`config.mk`:
```
export PLATFORM = sky130hd
export DESIGN_NAME = utf8_to_utf16_decoder_top
export DESIGN_NICKNAME = d
export VERILOG_FILES = /design/src/rtl/u8u16_pkg.sv /design/src/rtl/utf8_to_utf16_decoder_top.sv
export SDC_FILE = /design/constraint.sdc
export NUM_CORES = 1
export LEC_CHECK = 0
export BUFFER_PORTS_ARGS = -buffer_cell sky130_fd_sc_hd__buf_2
export CORE_MARGIN = 5
export CORE_UTILIZATION = 30
export CTS_CLUSTER_SIZE = 10
export DETAILED_ROUTE_END_ITERATION = 12
export GPL_ROUTABILITY_DRIVEN = 0
export SLEW_MARGIN = 20
export SYNTH_ARGS = -nofsm -noshare
export SYNTH_HDL_FRONTEND = slang
export SYNTH_SLANG_ARGS = --single-unit
```
`constraint.sdc`:
```
create_clock -name clock -period 3.7 [get_ports clock]
set_input_delay 0.185 -clock clock [delete_from_list [all_inputs] [get_ports clock]]
set_output_delay 0.185 -clock clock [all_outputs]
set_load 0.05 [all_outputs]
```
`src/rtl/u8u16_pkg.sv`:
```
package u8u16_pkg;

   // UTF-16 code unit width and surrogate arithmetic
   localparam int unsigned WORD_W     = 16;
   localparam int unsigned CODE_W     = 21;
   localparam logic [CODE_W-1:0] SUPP_BASE  = 21'h10000;
   localparam logic [WORD_W-1:0] HIGH_SURR  = 16'hD800;
   localparam logic [WORD_W-1:0] LOW_SURR   = 16'hDC00;

   // Lead bytes whose first continuation needs a range check
   localparam logic [4:0] LEAD3_OVERLONG = 5'h00;
   localparam logic [4:0] LEAD3_SURR     = 5'h0D;
   localparam logic [4:0] LEAD4_OVERLONG = 5'h00;
   localparam logic [4:0] LEAD4_TOP      = 5'h04;

   // Continuation counts of a sequence
   localparam logic [1:0] SEQ_TWO   = 2'd1;
   localparam logic [1:0] SEQ_THREE = 2'd2;
   localparam logic [1:0] SEQ_FOUR  = 2'd3;

   // One result beat
   typedef struct packed {
      logic [WORD_W-1:0] word;
      logic              err;
      logic              last;
   } rsp_entry_type;

endpackage

```
`src/rtl/utf8_to_utf16_decoder_top.sv`:
```
// An accepted byte is registered in the input stage and decoded there; its words go to rsp via the result buffer.
// One byte per cycle while the result buffer has room; a surrogate pair takes two beats of
// the single result port, so a four-byte character yields two output beats.
// A two-entry result buffer parts the decode stage from the result channel.
// Reset (synchronous, active high) empties the input stage and result buffer and
// returns the decoder to idle with no partial character.
module utf8_to_utf16_decoder_top (
   input  logic        clock,
   input  logic        reset,
   input  logic        req_tvalid,
   output logic        req_tready,
   input  logic [7:0]  req_tdata,   // [7:0] byte_in
   input  logic        req_tlast,   // end_of_stream
   output logic        rsp_tvalid,
   input  logic        rsp_tready,
   output logic [15:0] rsp_tdata,   // [15:0] word_out
   output logic        rsp_tuser,   // [0] is_error
   output logic        rsp_tlast    // last_of_run
);

   // Input stage
   logic       in_valid_ff, in_valid_in;
   logic [7:0] in_byte_ff;
   logic       in_eos_ff;

   // Decoder state
   logic [u8u16_pkg::CODE_W-1:0] acc_ff, acc_in;
   logic [1:0] rem_ff, rem_in;
   logic [1:0] seq_ff, seq_in;
   logic       first_ff, first_in;

   // Result buffer
   u8u16_pkg::rsp_entry_type e0_ff, e0_in, e1_ff, e1_in, base0;
   logic [1:0] cnt_ff, cnt_in, cnt_p;

   // Decode outputs
   u8u16_pkg::rsp_entry_type r0, r1;
   logic [1:0] res_n;
   logic       fail;
   logic       advance, pop;

   logic [u8u16_pkg::CODE_W-1:0] acc_sh, cp_off;
   logic [1:0] rem_dec;
   logic       lead2, lead3, lead4, bad_lead, cont_ok, first_bad;

   // Classify the byte in the input stage
   always_comb begin
      lead2   = (in_byte_ff[7:5] == 3'b110);
      lead3   = (in_byte_ff[7:4] == 4'b1110);
      lead4   = (in_byte_ff[7:3] == 5'b11110);
      bad_lead = !(lead2 || lead3 || lead4)
               || (lead2 && (in_byte_ff[4:1] == 4'd0))
               || (lead4 && (in_byte_ff[2:0] > 3'd4));
      cont_ok = (in_byte_ff[7:6] == 2'b10);
      first_bad = 1'b0;
      if (first_ff) begin
         if (seq_ff == u8u16_pkg::SEQ_THREE) begin
            first_bad = ((acc_ff[4:0] == u8u16_pkg::LEAD3_OVERLONG) && !in_byte_ff[5])
                     || ((acc_ff[4:0] == u8u16_pkg::LEAD3_SURR) && in_byte_ff[5]);
         end else if (seq_ff == u8u16_pkg::SEQ_FOUR) begin
            first_bad = ((acc_ff[4:0] == u8u16_pkg::LEAD4_OVERLONG)
                         && (in_byte_ff[5:4] == 2'b00))
                     || ((acc_ff[4:0] == u8u16_pkg::LEAD4_TOP)
                         && (in_byte_ff[5:4] != 2'b00));
         end
      end
      acc_sh  = {acc_ff[u8u16_pkg::CODE_W-7:0], in_byte_ff[5:0]};
      rem_dec = rem_ff - 2'd1;
      cp_off  = acc_sh - u8u16_pkg::SUPP_BASE;
   end

   // Decode: next state and up to two result beats
   always_comb begin
      acc_in   = acc_ff;
      rem_in   = rem_ff;
      seq_in   = seq_ff;
      first_in = first_ff;
      res_n    = 2'd0;
      fail     = 1'b0;
      r0       = '0;
      r1       = '0;
      if (rem_ff == 2'd0) begin
         if (!in_byte_ff[7]) begin
            res_n   = 2'd1;
            r0.word = {8'h00, in_byte_ff};
            r0.last = 1'b1;
         end else if (bad_lead || in_eos_ff) begin
            fail = 1'b1;
         end else begin
            first_in = 1'b1;
            if (lead2) begin
               acc_in = {{(u8u16_pkg::CODE_W-5){1'b0}}, in_byte_ff[4:0]};
               rem_in = u8u16_pkg::SEQ_TWO;
            end else if (lead3) begin
               acc_in = {{(u8u16_pkg::CODE_W-4){1'b0}}, in_byte_ff[3:0]};
               rem_in = u8u16_pkg::SEQ_THREE;
            end else begin
               acc_in = {{(u8u16_pkg::CODE_W-3){1'b0}}, in_byte_ff[2:0]};
               rem_in = u8u16_pkg::SEQ_FOUR;
            end
            seq_in = rem_in;
         end
      end else if (!cont_ok || first_bad) begin
         fail = 1'b1;
      end else if (rem_dec != 2'd0) begin
         if (in_eos_ff) begin
            fail = 1'b1;
         end else begin
            acc_in   = acc_sh;
            rem_in   = rem_dec;
            first_in = 1'b0;
         end
      end else begin
         // Sequence complete: drop to idle and emit one word or a pair
         acc_in   = '0;
         rem_in   = 2'd0;
         seq_in   = 2'd0;
         first_in = 1'b0;
         if (acc_sh < u8u16_pkg::SUPP_BASE) begin
            res_n   = 2'd1;
            r0.word = acc_sh[u8u16_pkg::WORD_W-1:0];
            r0.last = 1'b1;
         end else begin
            res_n   = 2'd2;
            r0.word = u8u16_pkg::HIGH_SURR | {6'd0, cp_off[19:10]};
            r1.word = u8u16_pkg::LOW_SURR | {6'd0, cp_off[9:0]};
            r1.last = 1'b1;
         end
      end
      if (fail) begin
         acc_in   = '0;
         rem_in   = 2'd0;
         seq_in   = 2'd0;
         first_in = 1'b0;
         res_n    = 2'd1;
         r0.word  = '0;
         r0.err   = 1'b1;
         r0.last  = 1'b1;
      end
   end

   // Result buffer: pop head, then append the new beats
   always_comb begin
      pop   = rsp_tvalid && rsp_tready;
      base0 = pop ? e1_ff : e0_ff;
      cnt_p = pop ? (cnt_ff - 2'd1) : cnt_ff;
      advance = in_valid_ff && (res_n <= (2'd2 - cnt_p));
      e0_in  = base0;
      e1_in  = e1_ff;
      cnt_in = cnt_p;
      if (advance) begin
         cnt_in = cnt_p + res_n;
         if (cnt_p == 2'd0) begin
            e0_in = r0;
            e1_in = r1;
         end else if (cnt_p == 2'd1) begin
            e1_in = r0;
         end
      end
      in_valid_in = (in_valid_ff && !advance) || (req_tvalid && req_tready);
   end

   assign req_tready = !in_valid_ff || advance;
   assign rsp_tvalid = (cnt_ff != 2'd0);
   assign rsp_tdata  = e0_ff.word;
   assign rsp_tuser  = e0_ff.err;
   assign rsp_tlast  = e0_ff.last;

   // Hold control state; payload loads without reset
   always_ff @(posedge clock) begin
      if (reset) begin
         in_valid_ff <= 1'b0;
         cnt_ff      <= 2'd0;
         acc_ff      <= '0;
         rem_ff      <= 2'd0;
         seq_ff      <= 2'd0;
         first_ff    <= 1'b0;
      end else begin
         in_valid_ff <= in_valid_in;
         cnt_ff      <= cnt_in;
         if (advance) begin
            acc_ff   <= acc_in;
            rem_ff   <= rem_in;
            seq_ff   <= seq_in;
            first_ff <= first_in;
         end
      end
   end

   always_ff @(posedge clock) begin
      if (req_tvalid && req_tready) begin
         in_byte_ff <= req_tdata;
         in_eos_ff  <= req_tlast;
      end
      e0_ff <= e0_in;
      e1_ff <= e1_in;
   end

   // A beat that is not last of its run always has its partner buffered
   assert property (@(posedge clock) disable iff (reset)
      (cnt_ff != 2'd0 && !e0_ff.last) |-> (cnt_ff == 2'd2))
      else $error("high surrogate buffered without low surrogate");

   // Consuming an end-of-stream byte leaves the decoder idle
   assert property (@(posedge clock) disable iff (reset)
      (advance && in_eos_ff) |=> (rem_ff == 2'd0))
      else $error("decoder not idle after end of stream");

   // An error beat always drops the decoder to idle
   assert property (@(posedge clock) disable iff (reset)
      (advance && fail) |=> (rem_ff == 2'd0 && !first_ff))
      else $error("decoder not idle after error");

   // The buffer never overfills
   assert property (@(posedge clock) disable iff (reset)
      cnt_ff != 2'd3)
      else $error("result buffer overflow");

endmodule
```
Yosys cells after proc, flatten, opt, wreduce, memory -nomap -nowiden
Index checks and enable logic that the tools add are counted.

Add/subtract/negate cells: 5. $lt $le $gt $ge: 3. Equality and inequality tests: 14. Multiplexer cells: 70. Reductions and logical operators: 37.

Operators by type and width (number): 16-bit two-way mux (8); 18-bit two-way mux (6); 15-bit two-way mux (7); 2-bit two-way mux (19); 1-bit two-way mux (27); 21-bit by 17-bit less-than comparator with 1-bit output, second input constant (1); 20-bit by 17-bit subtractor with 20-bit output, second input constant (1); 3-bit != test, second input constant (4); 1-bit logical AND (10); 1-bit logical OR (10); 5-bit AND reduction (2); 2-bit nonzero test (4); 7-bit two-way mux (1); 2-bit equality test, second input constant (3); 2-bit zero test (3); 5-bit by 3-bit equality test with 1-bit output, second input constant (1); 5-bit by 4-bit equality test with 1-bit output, second input constant (1); 5-bit equality test, second input constant (1); 1-bit zero test (5); 5-bit zero test (1); 5-bit two-way mux (1); 4-bit equality test, second input constant (1); 4-bit zero test (1); 4-bit two-way mux (1); other kinds (9) (10).

Register bits: 68. Output and inout bits: 20. Logic and storage cells: 143.

Logic depth before layout (Yosys ltp)
Gate-level depths: netlist of run 1.

Word-level depth: 16. Gate-level depth with buffers: 16. Mapped depth without buffers: 14.

Least setup slack after synthesis of run 1
OpenSTA, ideal clock, no wires.

Path kind: flip-flop to flip-flop. Start: register cnt_ff[0]. End: register e1_ff[0] (netlist bit) (enable). Arrival: 3.397 ns. Data required time: 3.308 ns. Slack: -0.089 ns. Cell stages (with the launch flop): 14. Path buffers: 1. Path through: dfxtp_1 inv_1 ha_1 nor2b_1 buf_1 xnor2_1 inv_1 ha_1 inv_1 ha_1 nor2b_1 o22ai_1 nand2_1 nor2_1.

Word-level cells in the longest chain between the ends: 7. Elaborated cells between the ends (all ways): 11.

RTL lines: from (decl) (RTL line utf8_to_utf16_decoder_top.sv:34) `logic [1:0] cnt_ff, cnt_in, cnt_p;`; from (signal assigned) (RTL line utf8_to_utf16_decoder_top.sv:180) `cnt_ff <= cnt_in;`; branches (longest 2 deep; another with 2-bit by 1-bit subtractor with 2-bit output); 2-bit two-way mux * (RTL line utf8_to_utf16_decoder_top.sv:146) `cnt_p = pop ? (cnt_ff - 2'd1) : cnt_ff;`; 2-bit subtractor (RTL line utf8_to_utf16_decoder_top.sv:147) `advance = in_valid_ff && (res_n <= (2'd2 - cnt_p));`; 2-bit less-or-equal comparator (RTL line utf8_to_utf16_decoder_top.sv:147); 1-bit logical AND (RTL line utf8_to_utf16_decoder_top.sv:147); 2-bit AND reduction (no source line) *; to (signal assigned) (RTL line utf8_to_utf16_decoder_top.sv:196) `e1_ff <= e1_in;`; to (decl) (RTL line utf8_to_utf16_decoder_top.sv:33) `u8u16_pkg::rsp_entry_type e0_ff, e0_in, e1_ff, e1_in, base0;`.

Mark *: on every way between the ends. A chain may end at the register's enable or synchronous reset.

Worst setup path in the final report of run 1
Start: register in_byte_ff[1]. End: register cnt_ff[1].

Word-level cells in the longest chain between the ends: 12. Elaborated cells between the ends (all ways): 20.

RTL lines: from (decl) (RTL line utf8_to_utf16_decoder_top.sv:23) `logic [7:0] in_byte_ff;`; from (signal assigned) (RTL line utf8_to_utf16_decoder_top.sv:192) `in_byte_ff <= req_tdata;`; branches (longest 8 deep; another with 21-bit by 17-bit less-than comparator with 1-bit output); 2-bit two-way mux * (RTL line utf8_to_utf16_decoder_top.sv:130) `if (fail) begin`; 2-bit less-or-equal comparator (RTL line utf8_to_utf16_decoder_top.sv:147); 1-bit logical AND (RTL line utf8_to_utf16_decoder_top.sv:147); 2-bit two-way mux * (RTL line utf8_to_utf16_decoder_top.sv:151) `if (advance) begin`.

Marks and branches as above.

==> results of run 1 <==
[layout make-up]
cell class / count / area [um^2]
fillers: 1027 / 6580
multi-input cells: 230 / 1480
flip-flops and latches: 68 / 1630
inverters: 15 / 56.3
clock buffers: 9 / 124
clock inverters: 7 / 77.6
repair buffers: 49 / 303
well taps: 136 / 170
[layer usage]
layer,vias up,wire length (um),track usage
met2,97,3390,0.193
met1,1160,3720,0.173
met4,0,144,0.0489
met3,14,517,0.0302
met5,-,0,0
li1,1293,-,-
[registers in the layout (all words and copies together), names as in the netlist]
signal       count
in_byte_ff       8
in_eos_ff        1
rsp_tdata       16
rem_ff           2
cnt_ff           2
first_ff         1
acc_ff          15
in_valid_ff      1
e1_ff           18
rsp_tuser        1
seq_ff           2
rsp_tlast        1
[cell usage after synthesis (2+ instances only)]
library cell / instances
sky130_fd_sc_hd__nand2_1: 50
sky130_fd_sc_hd__a221oi_1: 4
sky130_fd_sc_hd__a21oi_2: 2
sky130_fd_sc_hd__nand3_1: 10
sky130_fd_sc_hd__xnor2_1: 3
sky130_fd_sc_hd__nor3_1: 2
sky130_fd_sc_hd__edfxtp_1: 27
sky130_fd_sc_hd__and2_1: 2
sky130_fd_sc_hd__clkbuf_1: 12
sky130_fd_sc_hd__a32o_1: 5
sky130_fd_sc_hd__nor2_1: 28
sky130_fd_sc_hd__a21oi_1: 14
sky130_fd_sc_hd__a22o_1: 11
sky130_fd_sc_hd__nor2b_1: 3
sky130_fd_sc_hd__inv_1: 15
sky130_fd_sc_hd__o211ai_1: 5
sky130_fd_sc_hd__buf_2: 3
sky130_fd_sc_hd__nand2b_1: 5
sky130_fd_sc_hd__o21ai_1: 2
sky130_fd_sc_hd__a31oi_1: 12
sky130_fd_sc_hd__dfxtp_1: 41
sky130_fd_sc_hd__ha_1: 7
sky130_fd_sc_hd__a22oi_1: 6
sky130_fd_sc_hd__o21ai_0: 22
sky130_fd_sc_hd__mux2i_1: 6
sky130_fd_sc_hd__and3_1: 2
sky130_fd_sc_hd__a221oi_2: 2
sky130_fd_sc_hd__or3_1: 5
[worst max path at each step]
stage | startpoint | end | slack, ns | depth (start not counted)
after floorplan | cnt_ff[0]$_SDFF_PP0_ | e1_ff[0]$_DFFE_PP_ | 0.19 | 13
after global placement | in_byte_ff[1]$_DFFE_PP_ | cnt_ff[1]$_SDFF_PP0_ | 0.37 | 12
after detailed placement | in_byte_ff[1]$_DFFE_PP_ | cnt_ff[1]$_SDFF_PP0_ | 0.23 | 12
after CTS | in_byte_ff[1]$_DFFE_PP_ | cnt_ff[1]$_SDFF_PP0_ | 0.19 | 12
after global routing | in_byte_ff[1]$_DFFE_PP_ | rsp_tdata[8]$_DFF_P_ | 0.004 | 12
final | in_byte_ff[1]$_DFFE_PP_ | cnt_ff[1]$_SDFF_PP0_ | 0.25 | 12
[per-stage QoR]
stage	area (um^2)	hold WS [ns]	util	total power, mW	worst slack [ns]
after floorplan	3220	0.284	-	2.16	0.189
after global placement	3570	0.365	0.342	2.47	0.366
after detailed placement	3570	0.363	0.342	2.50	0.233
after CTS	3830	0.0151	0.367	3.13	0.188
after global routing	3840	0.0124	0.369	3.34	0.00420
final	3840	0.0303	0.369	3.13	0.248
[logic make-up (layout without fill, tap and decap cells)]
| family | count (synthesis) | in the layout | share of synthesized area |
|---|---|---|---|
| AND/OR/NAND/NOR | 116 | 116 | 0.172 |
| flip-flops | 68 | 68 | 0.506 |
| adder cells (fa/ha/maj) | 7 | 7 | 0.0272 |
| buffers and inverters | 32 | 80 | 0.0396 |
| multiplexers | 7 | 7 | 0.0221 |
| XOR/XNOR | 4 | 4 | 0.0132 |
| AO/OA/AOI/OAI | 96 | 96 | 0.220 |
[critical path: cells and delay by family (launching register included)]
family                     cells  cell delay, ns
AOI/OAI and AO/OA              5            1.09
adders and majority gates      1            0.30
buffers and inverters          1            0.07
DFF                            1            0.47
muxes                          1            0.33
and+or+nand+nor                4            1.08
[power groups by stage]
stage	logic (mW)	registers, mW	clock network, mW
2_1_floorplan	0.742	1.42	0
3_3_place_gp	1.36	1.11	0
3_5_place_dp	1.39	1.12	0
4_1_cts	1.39	1.10	0.636
5_1_grt	1.55	1.12	0.672
6_report	1.40	1.10	0.623
[what timing repair did]
item                       4_1_cts  5_1_grt
setup endpoints to repair        0       33
hold buffers                     6        0
gates resized for setup          0        2
hold endpoints to repair         6        0
==> load_flow_metrics.sql, run 1 <==
INSERT INTO impl_metrics (metric_group, metric, value, unit) VALUES
('clocking', 'cts_made_buffers', '9', ''),
('min_path', 'min-delay-path-class', 'in -> reg', ''),
('worst_setup_path', 'critical-path-top-cell-by-count', 'sky130_fd_sc_hd__o21ai_1', ''),
('flow_run', 'drv_cap', '0', ''),
('routing', 'vias', '2564', ''),
('clocking', 'clockRootBuffer', 'sky130_fd_sc_hd__clkbuf_8', ''),
('floorplanning', 'floorplan.rows', '37', ''),
('floorplanning', 'die-area', '12900', 'um^2'),
('synth', 'syn_nets', '350', ''),
('worst_setup_path', 'critical-path-slowest-cell', 'sky130_fd_sc_hd__edfxtp_1', ''),
('power', 'p_switching', '1.40', 'mW'),
('power', 'pwr_density_cell', '815', 'nW/um^2'),
('routing', 'drt_iter0_drc', '202', ''),
('floorplanning', 'die_w', '114', 'um'),
('routing', 'routed_wire_length_per_instance', '15.1', 'um'),
('sta', 'setup_violations', '0', ''),
('min_path', 'hold_path_end', 'in_byte_ff[0]$_DFFE_PP_', ''),
('place', 'post-dp-hpwl', '5650', 'um'),
('finish', 'proportion_of_layout_cells_with_a_drive_suffix_above_1', '0.198', ''),
('worst_setup_path', 'timing.reg2reg.worst_path_depth', '12', ''),
('synth', 'ys_seq_elements', '68', ''),
('finish', 'syn2layout_area_growth', '19.2', '%'),
('power', 'total_leakage_power', '1.44', 'nW'),
('synth', 'count_of_flip_flops_with_a_built_in_enable_after_synthesis', '27', ''),
('finish', 'finalNetCount', '393', ''),
('routing', 'antenna_violating_nets_post_route', '0', ''),
('worst_setup_path', 'crit_path_end_kind', 'flop', ''),
('worst_setup_path', 'timing_worst_setup_path_type', 'reg -> reg', ''),
('clocking', 'clk_latency', '0.35', 'ns'),
('sta', 'final_report_hold_violation_count', '0', ''),
('clocking', 'cts_max_level', '3', ''),
('synth', 'synth_flop_cell', 'sky130_fd_sc_hd__dfxtp_1', ''),
('synth', 'synth_area_leader_cell', 'sky130_fd_sc_hd__dfxtp_1', ''),
('power', 'ir_worst_vdd', '0.000348', 'V'),
('worst_setup_path', 'worstReg2RegStart', 'in_byte_ff[1]$_DFFE_PP_', ''),
('clocking', 'cts_buffer_depth', '2', ''),
('place', 'numPlacedInstances', '492', ''),
('sta', 'crit_path_time_final', '3.45', 'ns'),
('sta', 'period_share', '0.933', ''),
('global_route', 'maximum_number_of_pins_on_one_net_before_global_route_repair', '19', ''),
('routing', 'post_dr_vias_cell', '4.99', ''),
('clocking', 'clk_pin_slew', '0.08', 'ns'),
('worst_setup_path', 'regToRegSetupSlack', '0.25', 'ns'),
('routing', 'post-route-drc-count', '0', ''),
('synth', 'syn_area', '3220', 'um^2'),
('clocking', 'clock_sink_count', '68', ''),
('synth', 'synthDistinctLibCells', '52', ''),
('min_path', 'hold_depth', '1', ''),
('synth', 'ys_async_sr_fraction', '0', ''),
('synth', 'avgSynthCellArea', '9.76', 'um^2'),
('global_route', 'grt_pass1_vias', '2578', ''),
('finish', 'final_cell_mix', '50 x sky130_fd_sc_hd__nand2_1, 41 x sky130_fd_sc_hd__dfxtp_1, 32 x sky130_fd_sc_hd__buf_2, 27 x sky130_fd_sc_hd__nor2_1, 27 x sky130_fd_sc_hd__edfxtp_1', ''),
('status', 'status', 'complete, no violations', ''),
('finish', 'instances_no_fill', '514', ''),
('sta', 'tightestPinTransition', '0.554', 'ns'),
('sta', 'clock-skew-final', '0.00584', 'ns'),
('finish', 'n_antenna_cell', '0', ''),
('synth', 'synth_top_cells_by_area', 'sky130_fd_sc_hd__dfxtp_1 25%, sky130_fd_sc_hd__edfxtp_1 25%, sky130_fd_sc_hd__nand2_1 5.8%', ''),
('global_route', 'globalRouteTotalUtil', '0.127', ''),
('power', 'power.clock.fraction', '0.199', ''),
('worst_setup_path', 'critical_path_arrival', '3.69', 'ns'),
('floorplanning', 'top_level_ports', '33', ''),
('clocking', 'tritoncts_clock_tree', 'done', ''),
('worst_setup_path', 'crit_chain', 'o21ai_1 -> or3b_1 -> a221o_1 -> o31a_2 -> nor2_1 -> inv_1 -> ha_1 -> o22ai_2 -> nand2_1 -> or4_1 -> o21ai_1 -> mux2_1', ''),
('sta', 'drv_slew', '0', ''),
('finish', 'final_common_cell', 'sky130_fd_sc_hd__nand2_1', ''),
('place', 'port_buffers', '32', ''),
('worst_setup_path', 'r2r_end', 'cnt_ff[1]$_SDFF_PP0_', ''),
('synth', 'syn_inst', '330', ''),
('worst_setup_path', 'cpPeakStageDelay', '0.47', 'ns'),
('floorplanning', 'design.core.area', '10400', 'um^2');
No activity file was read; power rests on OpenSTA's default activity.
==> run 2, diff against run 1 <==
--- a/config.mk
+++ b/config.mk
@@ -7,10 +7,11 @@
 export LEC_CHECK = 0
 export BUFFER_PORTS_ARGS = -buffer_cell sky130_fd_sc_hd__buf_2
 export CORE_MARGIN = 5
-export CORE_UTILIZATION = 30
+export CORE_UTILIZATION = 53
 export CTS_CLUSTER_SIZE = 10
 export DETAILED_ROUTE_END_ITERATION = 12
 export GPL_ROUTABILITY_DRIVEN = 0
+export PLACE_DENSITY = 0.76
 export SLEW_MARGIN = 20
 export SYNTH_ARGS = -nofsm -noshare
 export SYNTH_HDL_FRONTEND = slang
==> run 2 against run 1 <==
Against the previous run:
- register-to-register slack barely moved
- clock skew grew 0.00086 ns
- critical path type unchanged
- die area decreased by 40%
- flip-flop and latch count stayed put
- critical path depth is the same
- non-clock buffer count grew 2
- cell area down 2.1%
- count of clock-buffer cells in the layout rose by 2
- wire length decreased by 5.8%
- first-iteration DRC count up 29%
==> load_flow_metrics.sql, run 2 (synthesis results as in run 1) <==
INSERT INTO impl_metrics (metric_group, metric, value, unit) VALUES
('status', 'status', 'complete, no violations', ''),
('floorplanning', 'start_util', '0.544', ''),
('min_path', 'min-delay-path-class', 'in -> reg', ''),
('clocking', 'clk_pin_slew', '0.07', 'ns'),
('routing', 'routed_wl', '7330', 'um'),
('clocking', 'cts_buffer_depth', '2', ''),
('worst_setup_path', 'crit_required', '3.93', 'ns'),
('place', 'total_placed_instance_area', '3500', 'um^2'),
('place', 'numPlacedInstances', '433', ''),
('sta', 'setup_tns', '0', 'ns'),
('place', 'port_buffers', '32', ''),
('floorplanning', 'die_w', '88.0', 'um'),
('sta', 'rsz0062_at_grt', 'false', ''),
('finish', 'n_antenna_cell', '0', ''),
('floorplanning', 'die-height', '88.0', 'um'),
('sta', 'maxSlewHeadroom', '0.681', ''),
('global_route', 'globalRouteTotalUtil', '0.205', ''),
('floorplanning', 'design.core.area', '5920', 'um^2'),
('global_route', 'globalRouteOverflowTotal', '0', ''),
('global_route', 'maximum_number_of_pins_on_one_net_before_global_route_repair', '19', ''),
('power', 'totalPowerFinal', '3.10', 'mW'),
('power', 'ir_worst_vdd', '0.000544', 'V'),
('finish', 'largest_register_ff_count', '18', ''),
('finish', 'finalNetCount', '395', ''),
('place', 'post-dp-hpwl', '5210', 'um'),
('worst_setup_path', 'critical_path_arrival', '3.67', 'ns'),
('floorplanning', 'die-area', '7740', 'um^2'),
('floorplanning', 'top_level_ports', '33', ''),
('sta', 'final_report_hold_violation_count', '0', ''),
('worst_setup_path', 'crit_path_end_kind', 'flop', ''),
('worst_setup_path', 'worstSetupStartpointType', 'flop', ''),
('clocking', 'clock_sink_count', '68', ''),
('finish', 'finalInstanceArea', '3760', 'um^2'),
('routing', 'post-route-drc-count', '0', ''),
('sta', 'setup_violations', '0', ''),
('clocking', 'cts_max_level', '3', ''),
('clocking', 'cts_made_buffers', '9', ''),
('sta', 'period_share', '0.930', ''),
('routing', 'vias', '2674', ''),
('sta', 'clock-skew-final', '0.00671', 'ns'),
('routing', 'routed_wire_length_per_instance', '16.1', 'um'),
('routing', 'post_dr_vias_cell', '5.88', ''),
('finish', 'instances_no_fill', '455', ''),
('clocking', 'tritoncts_clock_tree', 'done', ''),
('power', 'total_leakage_power', '1.45', 'nW'),
('sta', 'tightestPinTransition', '0.478', 'ns'),
('global_route', 'grt_pass1_vias', '2505', ''),
('finish', 'final_cell_mix', '50 x sky130_fd_sc_hd__nand2_1, 41 x sky130_fd_sc_hd__dfxtp_1, 32 x sky130_fd_sc_hd__buf_2, 27 x sky130_fd_sc_hd__nor2_1, 27 x sky130_fd_sc_hd__edfxtp_1', ''),
('finish', 'syn2layout_area_growth', '16.7', '%'),
('global_route', 'antenna_found_initial', '0', ''),
('sta', 'drv_slew', '0', ''),
('routing', 'antenna_violating_nets_post_route', '0', ''),
('clocking', 'clockRootBuffer', 'sky130_fd_sc_hd__clkbuf_8', ''),
('routing', 'drt_iter0_drc', '261', ''),
('flow_run', 'drv_cap', '0', ''),
('finish', 'regMostFlops', 'e1_ff', ''),
('routing', 'first_pass_iters', '5', ''),
('worst_setup_path', 'crit_fanout', '6', ''),
('sta', 'achievable-frequency', '0.291', 'GHz'),
('global_route', 'grt_pass1_wl', '12100', 'um'),
('sta', 'crit_path_time_final', '3.44', 'ns'),
('clocking', 'clk_latency', '0.35', 'ns'),
('power', 'pwr_density_cell', '824', 'nW/um^2'),
('floorplanning', 'floorplan.rows', '28', ''),
('finish', 'final_common_cell', 'sky130_fd_sc_hd__nand2_1', ''),
('finish', 'proportion_of_layout_cells_with_a_drive_suffix_above_1', '0.197', ''),
('worst_setup_path', 'timing_worst_setup_path_type', 'reg -> reg', '');
==> run 2: worst paths after layout <==
kind | from | to | slack [ns] | cells past startpoint
worst min register to register | seq_ff[1]$_SDFFE_PP0P_ | seq_ff[1]$_SDFFE_PP0P_ | 0.47 | 2
worst min-delay path | req_tdata[2] | in_byte_ff[2]$_DFFE_PP_ | 0.02 | 1
worst max register to register | in_byte_ff[1]$_DFFE_PP_ | cnt_ff[1]$_SDFF_PP0_ | 0.26 | 12
worst max-delay path | in_byte_ff[1]$_DFFE_PP_ | cnt_ff[1]$_SDFF_PP0_ | 0.26 | 12
==> run 2: per-stage QoR <==
| stage | setup WS, ns | util | hold slack [ns] |
|---|---|---|---|
| global route | 0.0593 | 0.635 | 0.0112 |
| detailed placement | 0.177 | 0.592 | 0.363 |
| floorplan | 0.189 | - | 0.284 |
| global placement | 0.376 | 0.592 | 0.361 |
| CTS | 0.144 | 0.633 | 0.00371 |
| finish | 0.259 | 0.635 | 0.0166 |
==> run 2: area by class of cell <==
type	count	area [um^2]
multi-input cells	230	1470
repair buffers	51	315
well taps	75	93.8
fillers	485	2160
flip-flops and latches	68	1630
inverters	15	56.3
clock buffers	11	141
clock inverters	5	51.3
==> run 2: power by group <==
group	internal [mW]	leakage (nW)	total (mW)	switching, mW
Combinational	0.412	0.763	1.40	0.993
Clock	0.325	0.0967	0.597	0.272
Sequential	1.01	0.594	1.10	0.0909
==> run 2: worst max-delay path, cell delays in order (launching register included) <==
cell and delay, ns:
sky130_fd_sc_hd__edfxtp_1 0.49, sky130_fd_sc_hd__o21ai_1 0.16, sky130_fd_sc_hd__or3b_1 0.35, sky130_fd_sc_hd__a221o_1 0.41, sky130_fd_sc_hd__o31a_2 0.18, sky130_fd_sc_hd__nor2_1 0.20
sky130_fd_sc_hd__inv_1 0.07, sky130_fd_sc_hd__ha_1 0.30, sky130_fd_sc_hd__o22ai_2 0.22, sky130_fd_sc_hd__nand2_1 0.10, sky130_fd_sc_hd__or4_1 0.41, sky130_fd_sc_hd__o21ai_1 0.12
sky130_fd_sc_hd__mux2_1 0.33
==> run 2: repair_timing <==
action / 4_1_cts / 5_1_grt
endpoints found under the setup margin: 0 / 14
hold buffers: 5 / 0
setup buffers: 0 / 1
gates resized for setup: 0 / 1
endpoints found under the hold margin: 5 / 0
==> run 2: metal layers <==
layer | track usage | wire length, um | vias up
met3 | 0.0357 | 635 | 20
li1 | - | - | 1291
met1 | 0.275 | 3220 | 1221
met2 | 0.310 | 3250 | 142
met4 | 0.121 | 228 | 0
met5 | 0 | 0 | -
==> run 3, diff against run 2 <==
--- a/config.mk
+++ b/config.mk
@@ -6,12 +6,14 @@
 export NUM_CORES = 1
 export LEC_CHECK = 0
 export BUFFER_PORTS_ARGS = -buffer_cell sky130_fd_sc_hd__buf_2
+export CELL_PAD_IN_SITES_DETAIL_PLACEMENT = 0
+export CELL_PAD_IN_SITES_GLOBAL_PLACEMENT = 1
 export CORE_MARGIN = 5
-export CORE_UTILIZATION = 53
+export CORE_UTILIZATION = 41
 export CTS_CLUSTER_SIZE = 10
 export DETAILED_ROUTE_END_ITERATION = 12
 export GPL_ROUTABILITY_DRIVEN = 0
-export PLACE_DENSITY = 0.76
+export PLACE_DENSITY_LB_ADDON = 0.1
 export SLEW_MARGIN = 20
 export SYNTH_ARGS = -nofsm -noshare
 export SYNTH_HDL_FRONTEND = slang
==> run 3 against run 2 <==
Against the previous run:
- utilization fell by 13 points
- via count fell by 1.4%
- worst hold slack improved by 0.0056 ns
- sequential share of layout area fell by 1.4 points
- global-route usage fell by 2.2 points
- register-to-register slack got worse by 0.02 ns
- clock skew rose by 0.0015 ns
- largest power group unchanged
==> load_flow_metrics.sql, run 3 (synthesis results as in run 1) <==
INSERT INTO impl_metrics (metric_group, metric, value, unit) VALUES
('finish', 'finalNetCount', '403', ''),
('floorplanning', 'die-height', '98.6', 'um'),
('finish', 'syn2layout_area_growth', '20.6', '%'),
('clocking', 'clk_pin_slew', '0.07', 'ns'),
('flow_run', 'drv_cap', '0', ''),
('sta', 'tightestPinTransition', '0.525', 'ns'),
('status', 'status', 'complete, no violations', ''),
('place', 'post-dp-hpwl', '5910', 'um'),
('finish', 'largest_register_ff_count', '18', ''),
('power', 'ir_worst_vdd', '0.000255', 'V'),
('routing', 'max_used_layer', 'met4', ''),
('power', 'totalPowerFinal', '3.22', 'mW'),
('finish', 'multiInputGateArea', '1480', 'um^2'),
('worst_setup_path', 'critical-path-slowest-cell', 'sky130_fd_sc_hd__edfxtp_1', ''),
('routing', 'routed_wl', '8260', 'um'),
('finish', 'final_cell_mix', '50 x sky130_fd_sc_hd__nand2_1, 41 x sky130_fd_sc_hd__dfxtp_1, 32 x sky130_fd_sc_hd__buf_2, 27 x sky130_fd_sc_hd__edfxtp_1, 26 x sky130_fd_sc_hd__nor2_1', ''),
('finish', 'final-seq-area', '1630', 'um^2'),
('floorplanning', 'die_w', '98.6', 'um'),
('power', 'cell_internal_pwr', '1.83', 'mW'),
('worst_setup_path', 'timing.reg2reg.worst_path_depth', '12', ''),
('sta', 'setup_tns', '0', 'ns'),
('sta', 'achievable-frequency', '0.289', 'GHz'),
('min_path', 'min-delay-path-class', 'in -> reg', ''),
('clocking', 'clockRootBuffer', 'sky130_fd_sc_hd__clkbuf_8', ''),
('sta', 'drv_slew', '0', ''),
('worst_setup_path', 'cpPeakStageDelay', '0.45', 'ns'),
('global_route', 'globalRouteOverflowTotal', '0', ''),
('global_route', 'maximum_number_of_pins_on_one_net_before_global_route_repair', '19', ''),
('floorplanning', 'floorplan.rows', '32', ''),
('floorplanning', 'top_level_ports', '33', ''),
('routing', 'drt_iter0_drc', '136', ''),
('min_path', 'hold_depth', '1', ''),
('place', 'port_buffers', '32', ''),
('power', 'p_switching', '1.39', 'mW'),
('worst_setup_path', 'r2r_end', 'cnt_ff[1]$_SDFF_PP0_', ''),
('finish', 'final_core_utilization', '0.506', ''),
('power', 'total_leakage_power', '1.51', 'nW'),
('worst_setup_path', 'critical-path-top-cell-by-count', 'sky130_fd_sc_hd__o21ai_1', ''),
('worst_setup_path', 'timing_worst_setup_path_type', 'reg -> reg', ''),
('worst_setup_path', 'critical_path_arrival', '3.70', 'ns'),
('min_path', 'hold_path_end', 'in_byte_ff[1]$_DFFE_PP_', ''),
('clocking', 'clk_latency', '0.35', 'ns'),
('power', 'comb_power_share', '0.450', ''),
('routing', 'post-route-drc-count', '0', ''),
('worst_setup_path', 'crit_required', '3.94', 'ns'),
('routing', 'post_dr_vias_cell', '5.38', ''),
('global_route', 'grt_pass1_vias', '2565', ''),
('clocking', 'cts_max_level', '3', ''),
('worst_setup_path', 'crit_fanout', '5', ''),
('sta', 'period_share', '0.936', ''),
('global_route', 'globalRouteTotalUtil', '0.183', ''),
('power', 'share_seq_of_total_power', '0.338', ''),
('finish', 'proportion_of_layout_cells_with_a_drive_suffix_above_1', '0.219', ''),
('power', 'pwr_density_cell', '828', 'nW/um^2'),
('finish', 'n_fill_cell', '743', ''),
('floorplanning', 'design.core.area', '7690', 'um^2'),
('sta', 'maxSlewHeadroom', '0.647', ''),
('worst_setup_path', 'worstReg2RegStart', 'in_byte_ff[1]$_DFFE_PP_', ''),
('sta', 'clock-skew-final', '0.00824', 'ns'),
('global_route', 'grt_pass1_wl', '14000', 'um'),
('floorplanning', 'die-area', '9730', 'um^2'),
('clocking', 'tritoncts_clock_tree', 'done', ''),
('routing', 'wl_met2', '3630', 'um'),
('worst_setup_path', 'regToRegSetupSlack', '0.24', 'ns'),
('sta', 'setup_violations', '0', ''),
('power', 'power.clock.fraction', '0.211', ''),
('clocking', 'cts_buffer_depth', '2', ''),
('place', 'placement.setup.worst_slack', '0.102', 'ns'),
('worst_setup_path', 'crit_path_end_kind', 'flop', ''),
('clocking', 'cts_made_buffers', '9', ''),
('min_path', 'hold_start', 'req_tdata[1]', ''),
('sta', 'fin_ws', '0.238', 'ns'),
('finish', 'final_common_cell', 'sky130_fd_sc_hd__nand2_1', ''),
('worst_setup_path', 'worstSetupStartpointType', 'flop', ''),
('floorplanning', 'start_util', '0.419', ''),
('routing', 'first_pass_iters', '4', ''),
('clocking', 'clock_sink_count', '68', ''),
('power', 'switching_part_of_the_total', '0.432', ''),
('routing', 'met3_wirelength', '600', 'um'),
('routing', 'detail_route.wirelength.met1', '3930', 'um'),
('finish', 'n_antenna_cell', '0', ''),
('sta', 'final_report_hold_violation_count', '0', ''),
('worst_setup_path', 'crit_chain', 'o21ai_1 -> or3b_1 -> a221o_1 -> o31a_2 -> nor2_2 -> inv_1 -> ha_1 -> o22ai_2 -> nand2_1 -> or4_1 -> o21ai_1 -> mux2_1', ''),
('global_route', 'antenna_found_initial', '0', ''),
('routing', 'vias', '2636', ''),
('routing', 'routed_wire_length_per_instance', '16.9', 'um'),
('routing', 'antenna_violating_nets_post_route', '0', ''),
('finish', 'regMostFlops', 'e1_ff', ''),
('sta', 'crit_path_time_final', '3.46', 'ns');
## run 3: layout make-up
class / count / area share
well taps: 102 / 0.0328
repair buffers: 59 / 0.0972
multi-input cells: 230 / 0.380
flip-flops and latches: 68 / 0.420
clock inverters: 5 / 0.0193
clock buffers: 11 / 0.0364
inverters: 15 / 0.0145
## run 3: power groups by stage
stage / clock [mW] / combinational, mW / sequential [mW]
2_1_floorplan: 0 / 0.742 / 1.42
3_5_place_dp: 0 / 1.42 / 1.11
6_report: 0.680 / 1.45 / 1.09
4_1_cts: 0.701 / 1.43 / 1.09
3_3_place_gp: 0 / 1.42 / 1.10
5_1_grt: 0.734 / 1.61 / 1.11
## run 3: worst max path at each step
stage	startpoint	end	slack (ns)	depth (start not counted)
final	in_byte_ff[1]$_DFFE_PP_	cnt_ff[1]$_SDFF_PP0_	0.24	12
after global routing	in_byte_ff[1]$_DFFE_PP_	cnt_ff[1]$_SDFF_PP0_	-0.01	12
after CTS	in_byte_ff[1]$_DFFE_PP_	acc_ff[11]$_SDFFE_PP0P_	0.04	12
after detailed placement	in_byte_ff[1]$_DFFE_PP_	acc_ff[11]$_SDFFE_PP0P_	0.10	12
after global placement	in_byte_ff[1]$_DFFE_PP_	acc_ff[9]$_SDFFE_PP0P_	0.19	12
after floorplan	cnt_ff[0]$_SDFF_PP0_	e1_ff[0]$_DFFE_PP_	0.19	13
## run 3: repair_timing
item	4_1_cts	5_1_grt
buffers inserted	0	4
hold buffers	6	0
endpoints found under the setup margin	0	26
hold endpoints to repair	6	0
gates resized for setup	0	2
## run 3: layer usage
metal / vias to the layer above / GRT usage
met1: 1236 / 0.262
met2: 74 / 0.270
met5: - / 0
met4: 0 / 0.0546
li1: 1317 / -
met3: 9 / 0.0517
## run 3: metrics by stage
step | hold WS (ns) | std cells | area [um^2]
2_1_floorplan | 0.284 | 330 | 3220
3_3_place_gp | 0.362 | 464 | 3570
3_5_place_dp | 0.363 | 464 | 3570
4_1_cts | 0.00189 | 486 | 3850
5_1_grt | 0.00450 | 490 | 3890
6_report | 0.0222 | 490 | 3890
## run 3: worst max-delay path: cells and delay by family, from the launching register on
kind                       cells  cell delay (ns)
DFF                            1             0.45
buffers and inverters          1             0.06
AOI/OAI and AO/OA              5             1.09
adders and majority gates      1             0.30
and+or+nand+nor                4             1.10
muxes                          1             0.33
